===== config.mk =====
export PLATFORM = sky130hd
export DESIGN_NAME = mouse_delta_to_quadrature_core
export DESIGN_NICKNAME = d
export VERILOG_FILES = /design/src/rtl/mdq_pkg.sv /design/src/rtl/mdq_front.sv /design/src/rtl/mdq_cmd_fifo.sv /design/src/rtl/mdq_back.sv /design/src/rtl/mouse_delta_to_quadrature_core.sv
export SDC_FILE = /design/constraint.sdc
export NUM_CORES = 1
export LEC_CHECK = 0
export ABC_AREA = 1
export BUFFER_PORTS_ARGS = -buffer_cell sky130_fd_sc_hd__buf_2
export CAP_MARGIN = 20
export CORE_AREA = 2 2 282 284
export CTS_BUF_LIST = sky130_fd_sc_hd__clkbuf_8 sky130_fd_sc_hd__clkbuf_16
export DETAILED_ROUTE_END_ITERATION = 8
export DIE_AREA = 0 0 284 286
export MAX_ROUTING_LAYER = met4
export PLACE_DENSITY = 0.4
export SYNTH_ARGS = -nofsm -noshare
export SYNTH_HDL_FRONTEND = slang
export SYNTH_SLANG_ARGS = --single-unit

===== constraint.sdc =====
create_clock -name i_clk -period 14.8 [get_ports i_clk]
set_input_delay 0.74 -clock i_clk [delete_from_list [all_inputs] [get_ports i_clk]]
set_output_delay 0.74 -clock i_clk [all_outputs]
set_load 0.01 [all_outputs]

===== src/rtl/mdq_pkg.sv =====
// ----------------------------------------------------------------------------
// Mouse delta to quadrature: package
// Widths, register indexes and transaction types shared by the core.
// ----------------------------------------------------------------------------
package mdq_pkg;

    localparam int DELTA_BITS = 12;
    localparam int HOLD_W     = 12;
    localparam int GAIN_W     = 4;
    localparam int CFG_IDX_W  = 1;
    localparam int CFG_DATA_W = 12;

    localparam int SQ_W   = 2 * DELTA_BITS;
    localparam int SQ3_W  = SQ_W + 2;
    localparam int SUM_W  = DELTA_BITS + 1;
    localparam int RED_W  = SUM_W + GAIN_W;

    localparam int CMDQ_DEPTH = 4;
    localparam int CMDQ_AW    = $clog2(CMDQ_DEPTH);
    localparam int CMDQ_CW    = $clog2(CMDQ_DEPTH + 1);

    localparam logic [CFG_IDX_W-1:0] CFG_BASE_HOLD  = 1'b0;
    localparam logic [CFG_IDX_W-1:0] CFG_SPEED_GAIN = 1'b1;

    localparam logic [HOLD_W-1:0] BASE_HOLD_RESET  = 12'd1200;
    localparam logic [GAIN_W-1:0] SPEED_GAIN_RESET = 4'd3;

    localparam logic [1:0] PH_A    = 2'd0;
    localparam logic [1:0] PH_AB   = 2'd1;
    localparam logic [1:0] PH_B    = 2'd2;
    localparam logic [1:0] PH_NONE = 2'd3;

    typedef struct packed {
        logic signed [DELTA_BITS-1:0] move_x;
        logic signed [DELTA_BITS-1:0] move_y;
        logic                         btn_left;
        logic                         btn_right;
        logic                         btn_middle;
    } t_in;

    typedef struct packed {
        logic              pin_up;
        logic              pin_down;
        logic              pin_left;
        logic              pin_right;
        logic [HOLD_W-1:0] hold_us;
        logic              out_left;
        logic              out_right;
        logic              out_middle;
        logic              last;
    } t_out;

    typedef struct packed {
        logic              btn_only;
        logic              move_x;
        logic              move_y;
        logic              neg_x;
        logic              neg_y;
        logic [HOLD_W-1:0] hold;
        logic [2:0]        btn;
    } t_cmd;

endpackage


===== src/rtl/mdq_front.sv =====
// ----------------------------------------------------------------------------
// Mouse delta to quadrature: front end
// Holds the configuration, classifies each report and builds one command.
// ----------------------------------------------------------------------------
module mdq_front (
    input  logic                             i_clk,
    input  logic                             i_rst_n,
    input  logic                             i_cfg_valid,
    input  logic [mdq_pkg::CFG_IDX_W-1:0]    i_cfg_index,
    input  logic [mdq_pkg::CFG_DATA_W-1:0]   i_cfg_data,
    input  mdq_pkg::t_in                     i_in,
    input  logic                             i_accept,
    output logic                             o_cmd_valid,
    output mdq_pkg::t_cmd                    o_cmd
);

    logic [mdq_pkg::HOLD_W-1:0]     r_base_hold;
    logic [mdq_pkg::GAIN_W-1:0]     r_speed_gain;
    logic [2:0]                     r_prev_btn;

    logic [2:0]                     btn;
    logic                           zero_x;
    logic                           zero_y;
    logic [mdq_pkg::DELTA_BITS-1:0] abs_x;
    logic [mdq_pkg::DELTA_BITS-1:0] abs_y;
    logic [mdq_pkg::SQ_W-1:0]       sq_x;
    logic [mdq_pkg::SQ_W-1:0]       sq_y;
    logic [mdq_pkg::SQ3_W-1:0]      sq3_x;
    logic [mdq_pkg::SQ3_W-1:0]      sq3_y;
    logic [mdq_pkg::SUM_W-1:0]      abs_sum;
    logic [mdq_pkg::RED_W-1:0]      red;
    logic [mdq_pkg::RED_W-1:0]      base_ext;

    always_ff @(posedge i_clk) begin
        if (!i_rst_n) begin
            r_base_hold  <= mdq_pkg::BASE_HOLD_RESET;
            r_speed_gain <= mdq_pkg::SPEED_GAIN_RESET;
        end else if (i_cfg_valid) begin
            unique case (i_cfg_index)
                mdq_pkg::CFG_BASE_HOLD:  r_base_hold  <= i_cfg_data[mdq_pkg::HOLD_W-1:0];
                mdq_pkg::CFG_SPEED_GAIN: r_speed_gain <= i_cfg_data[mdq_pkg::GAIN_W-1:0];
                default: ;
            endcase
        end
    end

    always_ff @(posedge i_clk) begin
        if (!i_rst_n) begin
            r_prev_btn <= 3'b000;
        end else if (i_accept) begin
            r_prev_btn <= btn;
        end
    end

    always_comb begin
        btn      = {i_in.btn_middle, i_in.btn_right, i_in.btn_left};
        zero_x   = (i_in.move_x == '0);
        zero_y   = (i_in.move_y == '0);
        abs_x    = i_in.move_x[mdq_pkg::DELTA_BITS-1] ? (~i_in.move_x + 1'b1) : i_in.move_x;
        abs_y    = i_in.move_y[mdq_pkg::DELTA_BITS-1] ? (~i_in.move_y + 1'b1) : i_in.move_y;
        sq_x     = mdq_pkg::SQ_W'(abs_x) * mdq_pkg::SQ_W'(abs_x);
        sq_y     = mdq_pkg::SQ_W'(abs_y) * mdq_pkg::SQ_W'(abs_y);
        sq3_x    = mdq_pkg::SQ3_W'(sq_x) + (mdq_pkg::SQ3_W'(sq_x) << 1);
        sq3_y    = mdq_pkg::SQ3_W'(sq_y) + (mdq_pkg::SQ3_W'(sq_y) << 1);
        abs_sum  = mdq_pkg::SUM_W'(abs_x) + mdq_pkg::SUM_W'(abs_y);
        red      = mdq_pkg::RED_W'(r_speed_gain) * mdq_pkg::RED_W'(abs_sum);
        base_ext = mdq_pkg::RED_W'(r_base_hold);

        o_cmd.btn_only = zero_x && zero_y;
        o_cmd.move_x   = !zero_x && (mdq_pkg::SQ3_W'(sq_y) < sq3_x);
        o_cmd.move_y   = !zero_y && (mdq_pkg::SQ3_W'(sq_x) < sq3_y);
        o_cmd.neg_x    = i_in.move_x[mdq_pkg::DELTA_BITS-1];
        o_cmd.neg_y    = i_in.move_y[mdq_pkg::DELTA_BITS-1];
        o_cmd.hold     = (red >= base_ext) ? '0
                                           : mdq_pkg::HOLD_W'(base_ext - red);
        o_cmd.btn      = btn;

        o_cmd_valid = i_accept && (!(zero_x && zero_y) || (btn != r_prev_btn));
    end

endmodule


===== src/rtl/mdq_cmd_fifo.sv =====
// ----------------------------------------------------------------------------
// Mouse delta to quadrature: command queue
// Short queue that decouples the front end from the phase sequencer.
// ----------------------------------------------------------------------------
module mdq_cmd_fifo (
    input  logic          i_clk,
    input  logic          i_rst_n,
    input  logic          i_push,
    input  mdq_pkg::t_cmd i_cmd,
    input  logic          i_pop,
    output logic          o_full,
    output logic          o_valid,
    output mdq_pkg::t_cmd o_head
);

    mdq_pkg::t_cmd                r_mem [mdq_pkg::CMDQ_DEPTH];
    logic [mdq_pkg::CMDQ_AW-1:0]  r_wr_ptr;
    logic [mdq_pkg::CMDQ_AW-1:0]  r_rd_ptr;
    logic [mdq_pkg::CMDQ_CW-1:0]  r_count;

    logic do_push;
    logic do_pop;

    assign o_full  = (r_count == mdq_pkg::CMDQ_CW'(mdq_pkg::CMDQ_DEPTH));
    assign o_valid = (r_count != '0);
    assign o_head  = r_mem[r_rd_ptr];
    assign do_push = i_push && !o_full;
    assign do_pop  = i_pop && o_valid;

    always_ff @(posedge i_clk) begin
        if (do_push) begin
            r_mem[r_wr_ptr] <= i_cmd;
        end
    end

    always_ff @(posedge i_clk) begin
        if (!i_rst_n) begin
            r_wr_ptr <= '0;
            r_rd_ptr <= '0;
            r_count  <= '0;
        end else begin
            if (do_push) begin
                r_wr_ptr <= r_wr_ptr + 1'b1;
            end
            if (do_pop) begin
                r_rd_ptr <= r_rd_ptr + 1'b1;
            end
            if (do_push && !do_pop) begin
                r_count <= r_count + 1'b1;
            end else if (do_pop && !do_push) begin
                r_count <= r_count - 1'b1;
            end
        end
    end

endmodule


===== src/rtl/mdq_back.sv =====
// ----------------------------------------------------------------------------
// Mouse delta to quadrature: phase sequencer
// Steps through the quadrature phases of each command into an output register.
// ----------------------------------------------------------------------------
module mdq_back (
    input  logic          i_clk,
    input  logic          i_rst_n,
    input  logic          i_cmd_valid,
    input  mdq_pkg::t_cmd i_cmd,
    output logic          o_cmd_pop,
    input  logic          i_pop,
    output logic          o_empty,
    output mdq_pkg::t_out o_out
);

    logic          r_out_valid;
    mdq_pkg::t_out r_out;
    logic [1:0]    r_phase;
    logic          r_on_x;

    logic          emit;
    logic          on_y;
    logic          line_a;
    logic          line_b;
    logic          a_is_first;
    logic          last;
    mdq_pkg::t_out n_out;

    always_comb begin
        on_y = i_cmd.move_y && !r_on_x;
        unique case (r_phase)
            mdq_pkg::PH_A:    begin line_a = 1'b1; line_b = 1'b0; end
            mdq_pkg::PH_AB:   begin line_a = 1'b1; line_b = 1'b1; end
            mdq_pkg::PH_B:    begin line_a = 1'b0; line_b = 1'b1; end
            mdq_pkg::PH_NONE: begin line_a = 1'b0; line_b = 1'b0; end
            default:          begin line_a = 1'b0; line_b = 1'b0; end
        endcase
        a_is_first = on_y ? i_cmd.neg_y : i_cmd.neg_x;
        last = i_cmd.btn_only
            || ((r_phase == mdq_pkg::PH_NONE) && (!on_y || !i_cmd.move_x));

        n_out.pin_up     = 1'b0;
        n_out.pin_down   = 1'b0;
        n_out.pin_left   = 1'b0;
        n_out.pin_right  = 1'b0;
        if (!i_cmd.btn_only) begin
            if (on_y) begin
                n_out.pin_left  = a_is_first ? line_a : line_b;
                n_out.pin_right = a_is_first ? line_b : line_a;
            end else begin
                n_out.pin_up    = a_is_first ? line_a : line_b;
                n_out.pin_down  = a_is_first ? line_b : line_a;
            end
        end
        n_out.hold_us    = i_cmd.btn_only ? '0 : i_cmd.hold;
        n_out.out_left   = i_cmd.btn[0];
        n_out.out_right  = i_cmd.btn[1];
        n_out.out_middle = i_cmd.btn[2];
        n_out.last       = last;
    end

    assign emit      = i_cmd_valid && (!r_out_valid || i_pop);
    assign o_cmd_pop = emit && last;
    assign o_empty   = !r_out_valid;
    assign o_out     = r_out;

    always_ff @(posedge i_clk) begin
        if (emit) begin
            r_out <= n_out;
        end
    end

    always_ff @(posedge i_clk) begin
        if (!i_rst_n) begin
            r_out_valid <= 1'b0;
            r_phase     <= mdq_pkg::PH_A;
            r_on_x      <= 1'b0;
        end else begin
            if (emit) begin
                r_out_valid <= 1'b1;
            end else if (i_pop) begin
                r_out_valid <= 1'b0;
            end
            if (emit) begin
                if (last) begin
                    r_phase <= mdq_pkg::PH_A;
                    r_on_x  <= 1'b0;
                end else begin
                    r_phase <= r_phase + 1'b1;
                    if (r_phase == mdq_pkg::PH_NONE) begin
                        r_on_x <= 1'b1;
                    end
                end
            end
        end
    end

endmodule


===== src/rtl/mouse_delta_to_quadrature_core.sv =====
// ----------------------------------------------------------------------------
// Mouse delta to quadrature: top level
// Turns mouse reports into quadrature line phases with hold times.
// ----------------------------------------------------------------------------
// A report is classified in the cycle it is accepted and lands as one command
// in a four-entry queue; the front end keeps accepting reports until that
// queue is full. The phase sequencer emits one result per cycle into an
// output register while that register is empty or being popped, so a report
// yields four results when one axis moves, eight when both move and one for a
// button-only update; a report with no motion and unchanged buttons yields
// nothing. The first result of a report passes through the queue and then the
// output register before it reaches the result ports. Configuration writes are
// always ready and take effect for the next accepted report.
module mouse_delta_to_quadrature_core (
    input  logic                            i_clk,
    input  logic                            i_rst_n,
    input  logic                            i_cfg_valid,
    output logic                            o_cfg_ready,
    input  logic [mdq_pkg::CFG_IDX_W-1:0]   i_cfg_index,
    input  logic [mdq_pkg::CFG_DATA_W-1:0]  i_cfg_data,
    input  logic                            push,
    output logic                            full,
    input  mdq_pkg::t_in                    i_in,
    output logic                            empty,
    input  logic                            pop,
    output mdq_pkg::t_out                   o_out
);

    logic          accept;
    logic          cmd_push;
    mdq_pkg::t_cmd cmd_in;
    logic          cmd_valid;
    mdq_pkg::t_cmd cmd_head;
    logic          cmd_pop;

    assign o_cfg_ready = 1'b1;
    assign accept      = push && !full;

    mdq_front u_front (
        .i_clk       (i_clk),
        .i_rst_n     (i_rst_n),
        .i_cfg_valid (i_cfg_valid),
        .i_cfg_index (i_cfg_index),
        .i_cfg_data  (i_cfg_data),
        .i_in        (i_in),
        .i_accept    (accept),
        .o_cmd_valid (cmd_push),
        .o_cmd       (cmd_in)
    );

    mdq_cmd_fifo u_queue (
        .i_clk   (i_clk),
        .i_rst_n (i_rst_n),
        .i_push  (cmd_push),
        .i_cmd   (cmd_in),
        .i_pop   (cmd_pop),
        .o_full  (full),
        .o_valid (cmd_valid),
        .o_head  (cmd_head)
    );

    mdq_back u_back (
        .i_clk       (i_clk),
        .i_rst_n     (i_rst_n),
        .i_cmd_valid (cmd_valid),
        .i_cmd       (cmd_head),
        .o_cmd_pop   (cmd_pop),
        .i_pop       (pop),
        .o_empty     (empty),
        .o_out       (o_out)
    );

endmodule


**After elaboration in Yosys (flattened, before gate mapping)**

Memories as Yosys holds them, arrays and structs flattened. A register that Yosys moved wholly into a read port is not among the register bits.
Cells that the tools add are included.

- Register bits: 50
- RAM bits: 80
- Bits of input ports: 45
- Output and inout bits: 23
- Logic and storage cells: 107
- Memories: 1

- $add $sub $neg: 11
- Multipliers: 3
- Magnitude comparators: 3
- Eq/ne operators: 5
- Muxes and demuxes: 19
- Bitwise operators: 4
- Reduce and logical (&&, ||, !) cells: 43

Memories:

| memory | depth | width | rd ports | clocked after memory_dff | wr ports | line | text |
|---|---|---|---|---|---|---|---|
| u_queue.r_mem | 4 | 20 | 1 | 1 | 1 | mdq_cmd_fifo.sv:16 | `mdq_pkg::t_cmd r_mem [mdq_pkg::CMDQ_DEPTH];` |

Operator list:

| operator | number |
|---|---|
| 24-bit by 25-bit adder with 26-bit output | 2 |
| 24-bit by 26-bit less-than comparator with 1-bit output | 2 |
| 12-bit by 12-bit multiplier with 24-bit output | 2 |
| 12-bit 2-to-1 mux | 3 |
| 12-bit by 1-bit adder with 12-bit output (second input constant) | 2 |
| 12-bit logical NOT | 2 |
| 12-bit NOT | 2 |
| 17-bit by 12-bit >= comparator with 1-bit output | 1 |
| 4-bit by 13-bit multiplier with 17-bit output | 1 |
| 12-bit by 12-bit adder with 13-bit output | 1 |
| 1-bit logical AND | 13 |
| 2-bit OR reduction | 6 |
| 12-bit subtractor | 1 |
| 1-bit logical NOT | 10 |
| 1-bit 2-to-1 mux | 9 |
| 2-bit by 1-bit adder with 2-bit output (second input constant) | 3 |
| 2-bit 2-to-1 mux | 3 |
| 3-bit 2-to-1 mux | 2 |
| 2-bit AND reduction | 3 |
| 2-bit nonzero test | 3 |
| 2-bit == test (second input constant) | 2 |
| 1-bit logical OR | 4 |
| 1-bit one-hot mux with 2 select lines | 2 |
| 3-bit by 1-bit adder with 3-bit output (second input constant) | 1 |
| other kinds (7) | 8 |

**Logic depth before layout (Yosys ltp)**

- Depth after elaboration: 11
- Mapped depth: 52
- Mapped depth without buffers: 52

**By module**

From an unflattened synthesis, not the netlist that was laid out.

- Cells, all modules: 2,513
- Area, all modules: 19,617.6 um^2

By module, submodules not included:

| module | instances | cells an instance | area each (um^2) | seq. area each (um^2) |
|---|---|---|---|---|
| mdq_front | 1 | 2,141 | 15,108.2 | 380.4 |
| mdq_cmd_fifo | 1 | 263 | 3,437.0 | 2,582.5 |
| mdq_back | 1 | 105 | 1,051.0 | 680.7 |
| mouse_delta_to_quadrature_core | 1 | 4 | 21.3 | 0.0 |

**Worst setup path after synthesis**

Ideal clock, no wire load.

- Path type: input-to-reg
- From: in i_in[15] (netlist bit)
- To: mem u_queue.r_mem[0][18] (netlist bit), data pin
- Library setup time: 0.269 ns
- Arrival time: 8.315 ns
- Data required time: 14.531 ns
- Setup slack: 6.216 ns
- Cell stages on the path: 49
- Path buffers: 0
- Path through: inv_2 > ha_1 > inv_1 > nor3_1 > inv_1 > nor3_1 > inv_1 > nor2_1 > nand2_1 > nand2_1 > nand2_1 > nand2_1 > clkinv_1 > nor2_1 > inv_1 > fa_1 > fa_1 > inv_1 > [13 not listed] > o21ai_0 > a21oi_1 > o21ai_0 > xnor2_1 > ha_1 > nand2_1 > inv_1 > nand3_1 > o211ai_1 > a21oi_1 > nor3_1 > nor2_1 > nand2_1 > nand2_1 > nand2_1 > nand2_1 > nand2_1 > a21oi_1

RTL lines:

| what | line | text |
|---|---|---|
| start, declared | mouse_delta_to_quadrature_core.sv:23 | `input mdq_pkg::t_in i_in,` |
| end, declared | mdq_cmd_fifo.sv:16 |  |

==> metrics.md <==
| Metric | Value |
|---|---|
| Run status | `finished, final reports clean` |
| DRC viols | `0` |
| Core area | `78360 um2` |
| Tot GR Track Use | `0.1386` |
| Vias per inst | `4.300` |
| Largest family of logic cells by synthesized area | `adder cells` |
| Critical Path RT | `15.02 ns` |
| Antenna-violating nets left | `0` |
| Post-synthesis xor/xnor area fraction | `0.04884` |
| Synth Area in Compound Gates | `0.1014` |
| Initial core utilization | `0.2472` |
| Max Clock Freq | `95.45 MHz` |
| Max-slew headroom | `0.3374` |
| Fin crit period | `10.48 ns` |
| FILL cells | `8644` |
| Critical path arrival | `10.69 ns` |
| Post-synthesis cell area | `19370 um2` |
| Hold Vio Cnt, Final | `0` |
| Worst skew pair latency | `0.43 ns` |
| Max stage delay on crit path | `0.55 ns` |
| Commonest non-fill, non-tap cell in the layout | `inv_1` |
| Layout Nets | `3065` |
| Most used cell, CP | `nand2_1` |
| Die width | `284 um` |
| Hold Startpoint | `u_queue.r_rd_ptr[0]$_SDFFE_PN0P_` |
| Seq/Total Area, Yosys | `0.1881` |
| # clock sinks | `132` |
| Top cells by area, synth | `fa_1 20%, ha_1 17%, edfxtp_1 16%` |
| Largest net degree at the start of global routing | `42` |
| Hold Path Class | `reg -> reg` |
| Placed inst area | `21060 um2` |
| Max_cap viols | `0` |
| Synth Warn # | `0` |
| Grt total ovfl | `0` |
| CP Class | `in -> reg` |
| Final TNS setup | `0 ns` |
| Post-DP HPWL | `45.05 mm` |
| Syn Inst Count | `2485` |
| WP buf/inv | `12` |
| Reg area | `3643 um2` |
| Synth area leader | `fa_1` |
| Placed Instances | `3600` |
| Gpl congestion | `0.8313` |
| Bufs on Longest Clock Path | `2` |
| Die ar. | `81220 um2` |
| Total length of routed wires | `52.83 mm` |
| Post-CTS setup buffer count | `0` |
| Area share of and/or/nand/nor cells after synthesis | `0.1802` |
| R2r endpoint | `u_queue.r_mem[3][6]$_DFFE_PP_` |
| Mux cell area share after synthesis | `0` |
| Die Y | `286 um` |
| RSZ-0062 raised after global routing | `false` |
| Post-Synth Adder-Cell Area | `0.3646` |
| Total CTS buffers | `17` |
| Fin Hold WS | `0.4827 ns` |
| Fraction of layout instances using a drive strength above 1 | `0.06197` |
| Critical path's top delay family | `adder cells` |
| Worst reg2reg startpoint | `u_front.r_speed_gain[3]$_SDFFE_PN0P_` |
| Vias in the first global route | `16396` |
| Most frequent cells in the layout | `561 x inv_1, 443 x nand2_1, 262 x ha_1, 251 x nor2_1, 189 x fa_1` |
| Crit path max-delay cell type | `fa_1` |
| Slew Viols, Final | `0` |
| Worst slew pin tran | `0.9863 ns` |
| Site Rows | `103` |
| CP Launch Type | `primary input` |
| Syn Area/Cell | `7.794 um2` |
| Port Buffer Count | `66` |
| CTS tree | `done` |
| Number of synthesized flops with an enable pin | `100` |
| Yosys top cell area share | `0.1953` |
| DRT Pass-1 Iters | `6` |
| P&R area growth vs syn | `11.87%` |
| Hold-critical path depth | `1` |
| H-tree depth | `4` |
| Ports | `68` |
| Initial DRC Count | `808` |
| DR WL/cell | `14.54 um` |
| Resized cells post-CTS | `0` |
| Clock Tree Root | `clkbuf_16` |
| Worst-path clk slew | `0.06 ns` |
| Main synth FF type | `edfxtp_1` |
| Ys async rst share | `0` |
| Antenna violations before repair | `0` |
| Post-layout instance count excluding filler cells | `3634` |
| Critical path peak fanout | `11` |
| Worst setup EP type | `flop` |
| Design area | `21670 um2` |
| Number of distinct library cells after synthesis | `62` |
| FF-to-FF path depth | `22` |
| Setup slack, reg-to-reg | `8.85 ns` |
| Hold worst-path end | `u_queue.r_rd_ptr[0]$_SDFFE_PN0P_` |
| Finish-stage setup viols | `0` |
| # hold bufs at CTS | `0` |
| Multi-input logic area | `13550 um2` |
| Flops & latches, synth | `132` |
| Period utilization | `0.7079` |
| First-pass GRT wire length | `88.15 mm` |
| Final Skew | `0.01091 ns` |
| Vias | `15627` |
-- registers in the layout, indices dropped and copies added, names as in the netlist, named ones only --
name and flops:
u_queue.r_mem 80, u_back.o_out 20, u_front.r_base_hold 12, u_front.r_speed_gain 4, u_front.r_prev_btn 3, u_queue.r_count 3, u_back.r_phase 2, u_queue.r_rd_ptr 2
u_queue.r_wr_ptr 2, u_back.r_on_x 1, u_back.r_out_valid 1
-- Yosys cell counts, drive strengths merged, types with 5 or more instances --
library cell	instances
ha	262
nand3b	7
nand2	451
a31oi	8
xor2	61
clkbuf	24
dfxtp	32
buf	5
o22ai	17
nand3	69
nand4	11
nor3	23
o211ai	9
a21oi	162
xnor2	44
o21bai	16
or2	17
inv	566
o21ai	118
edfxtp	100
fa	189
nor2	256
-- worst register-to-register path: cells and delay by family, from the launching register on --
kind                     cells  cell delay (ns)
AO/OA/AOI/OAI                6             1.29
XOR/XNOR                     1             0.25
adder cells (fa/ha/maj)      4             1.87
buffers and inverters        3             0.28
flip-flops                   1             0.65
AND/OR/NAND/NOR              8             1.33
-- layer usage --
metal / global-route usage / vias to the layer above / wire length, um
met5: - / - / 0
met4: 0.03105 / 0 / 1011
met3: 0.01085 / 45 / 1360
met2: 0.2389 / 219 / 25510
met1: 0.1772 / 7403 / 24950
li1: - / 7960 / -
-- area by class of cell --
cell class                      count  area share
Clock buffer                       18     0.02027
Sequential cell                   132      0.1681
Multi-Input combinational cell   1771      0.6252
Antenna cell                        2   0.0002310
Clock inverter                     14    0.007738
Timing Repair Buffer               77     0.01906
Tap cell                         1050     0.06063
Inverter                          570     0.09874
-- stage by stage --
step	worst slack, ns	utilization
after floorplan	6.216	-
after global placement	3.551	0.2687
after detailed placement	3.610	0.2687
after CTS	4.029	0.2765
after global routing	3.118	0.2765
final	4.323	0.2765
-- logic make-up (layout without fill, tap and decap cells) --
| family | count (synthesis) | in the layout |
|---|---|---|
| buffers and inverters | 599 | 679 |
| adders and majority gates | 451 | 451 |
| AOI/OAI and AO/OA | 353 | 353 |
| and+or+nand+nor | 843 | 843 |
| xor gates and xnor gates | 105 | 105 |
| other | 2 | 21 |
| DFF | 132 | 132 |
-- worst max-delay path by stage --
| stage | startpoint | endpoint | slack, ns | depth (start not counted) |
|---|---|---|---|---|
| 5_1_grt | i_in[15] | u_queue.r_mem[1][18]$_DFFE_PP_ | 3.12 | 50 |
| 2_1_floorplan | i_in[15] | u_queue.r_mem[0][18]$_DFFE_PP_ | 6.22 | 49 |
| 3_5_place_dp | i_in[15] | u_queue.r_mem[3][18]$_DFFE_PP_ | 3.61 | 50 |
| 4_1_cts | i_in[15] | u_queue.r_mem[1][18]$_DFFE_PP_ | 4.03 | 50 |
| 3_3_place_gp | i_in[15] | u_queue.r_mem[1][18]$_DFFE_PP_ | 3.55 | 50 |
| 6_report | i_in[15] | u_queue.r_mem[1][18]$_DFFE_PP_ | 4.32 | 50 |
Power is left out: the tool's default activity adds up to more than one toggle a clock period on the data nets, which glitch-free logic cannot reach.
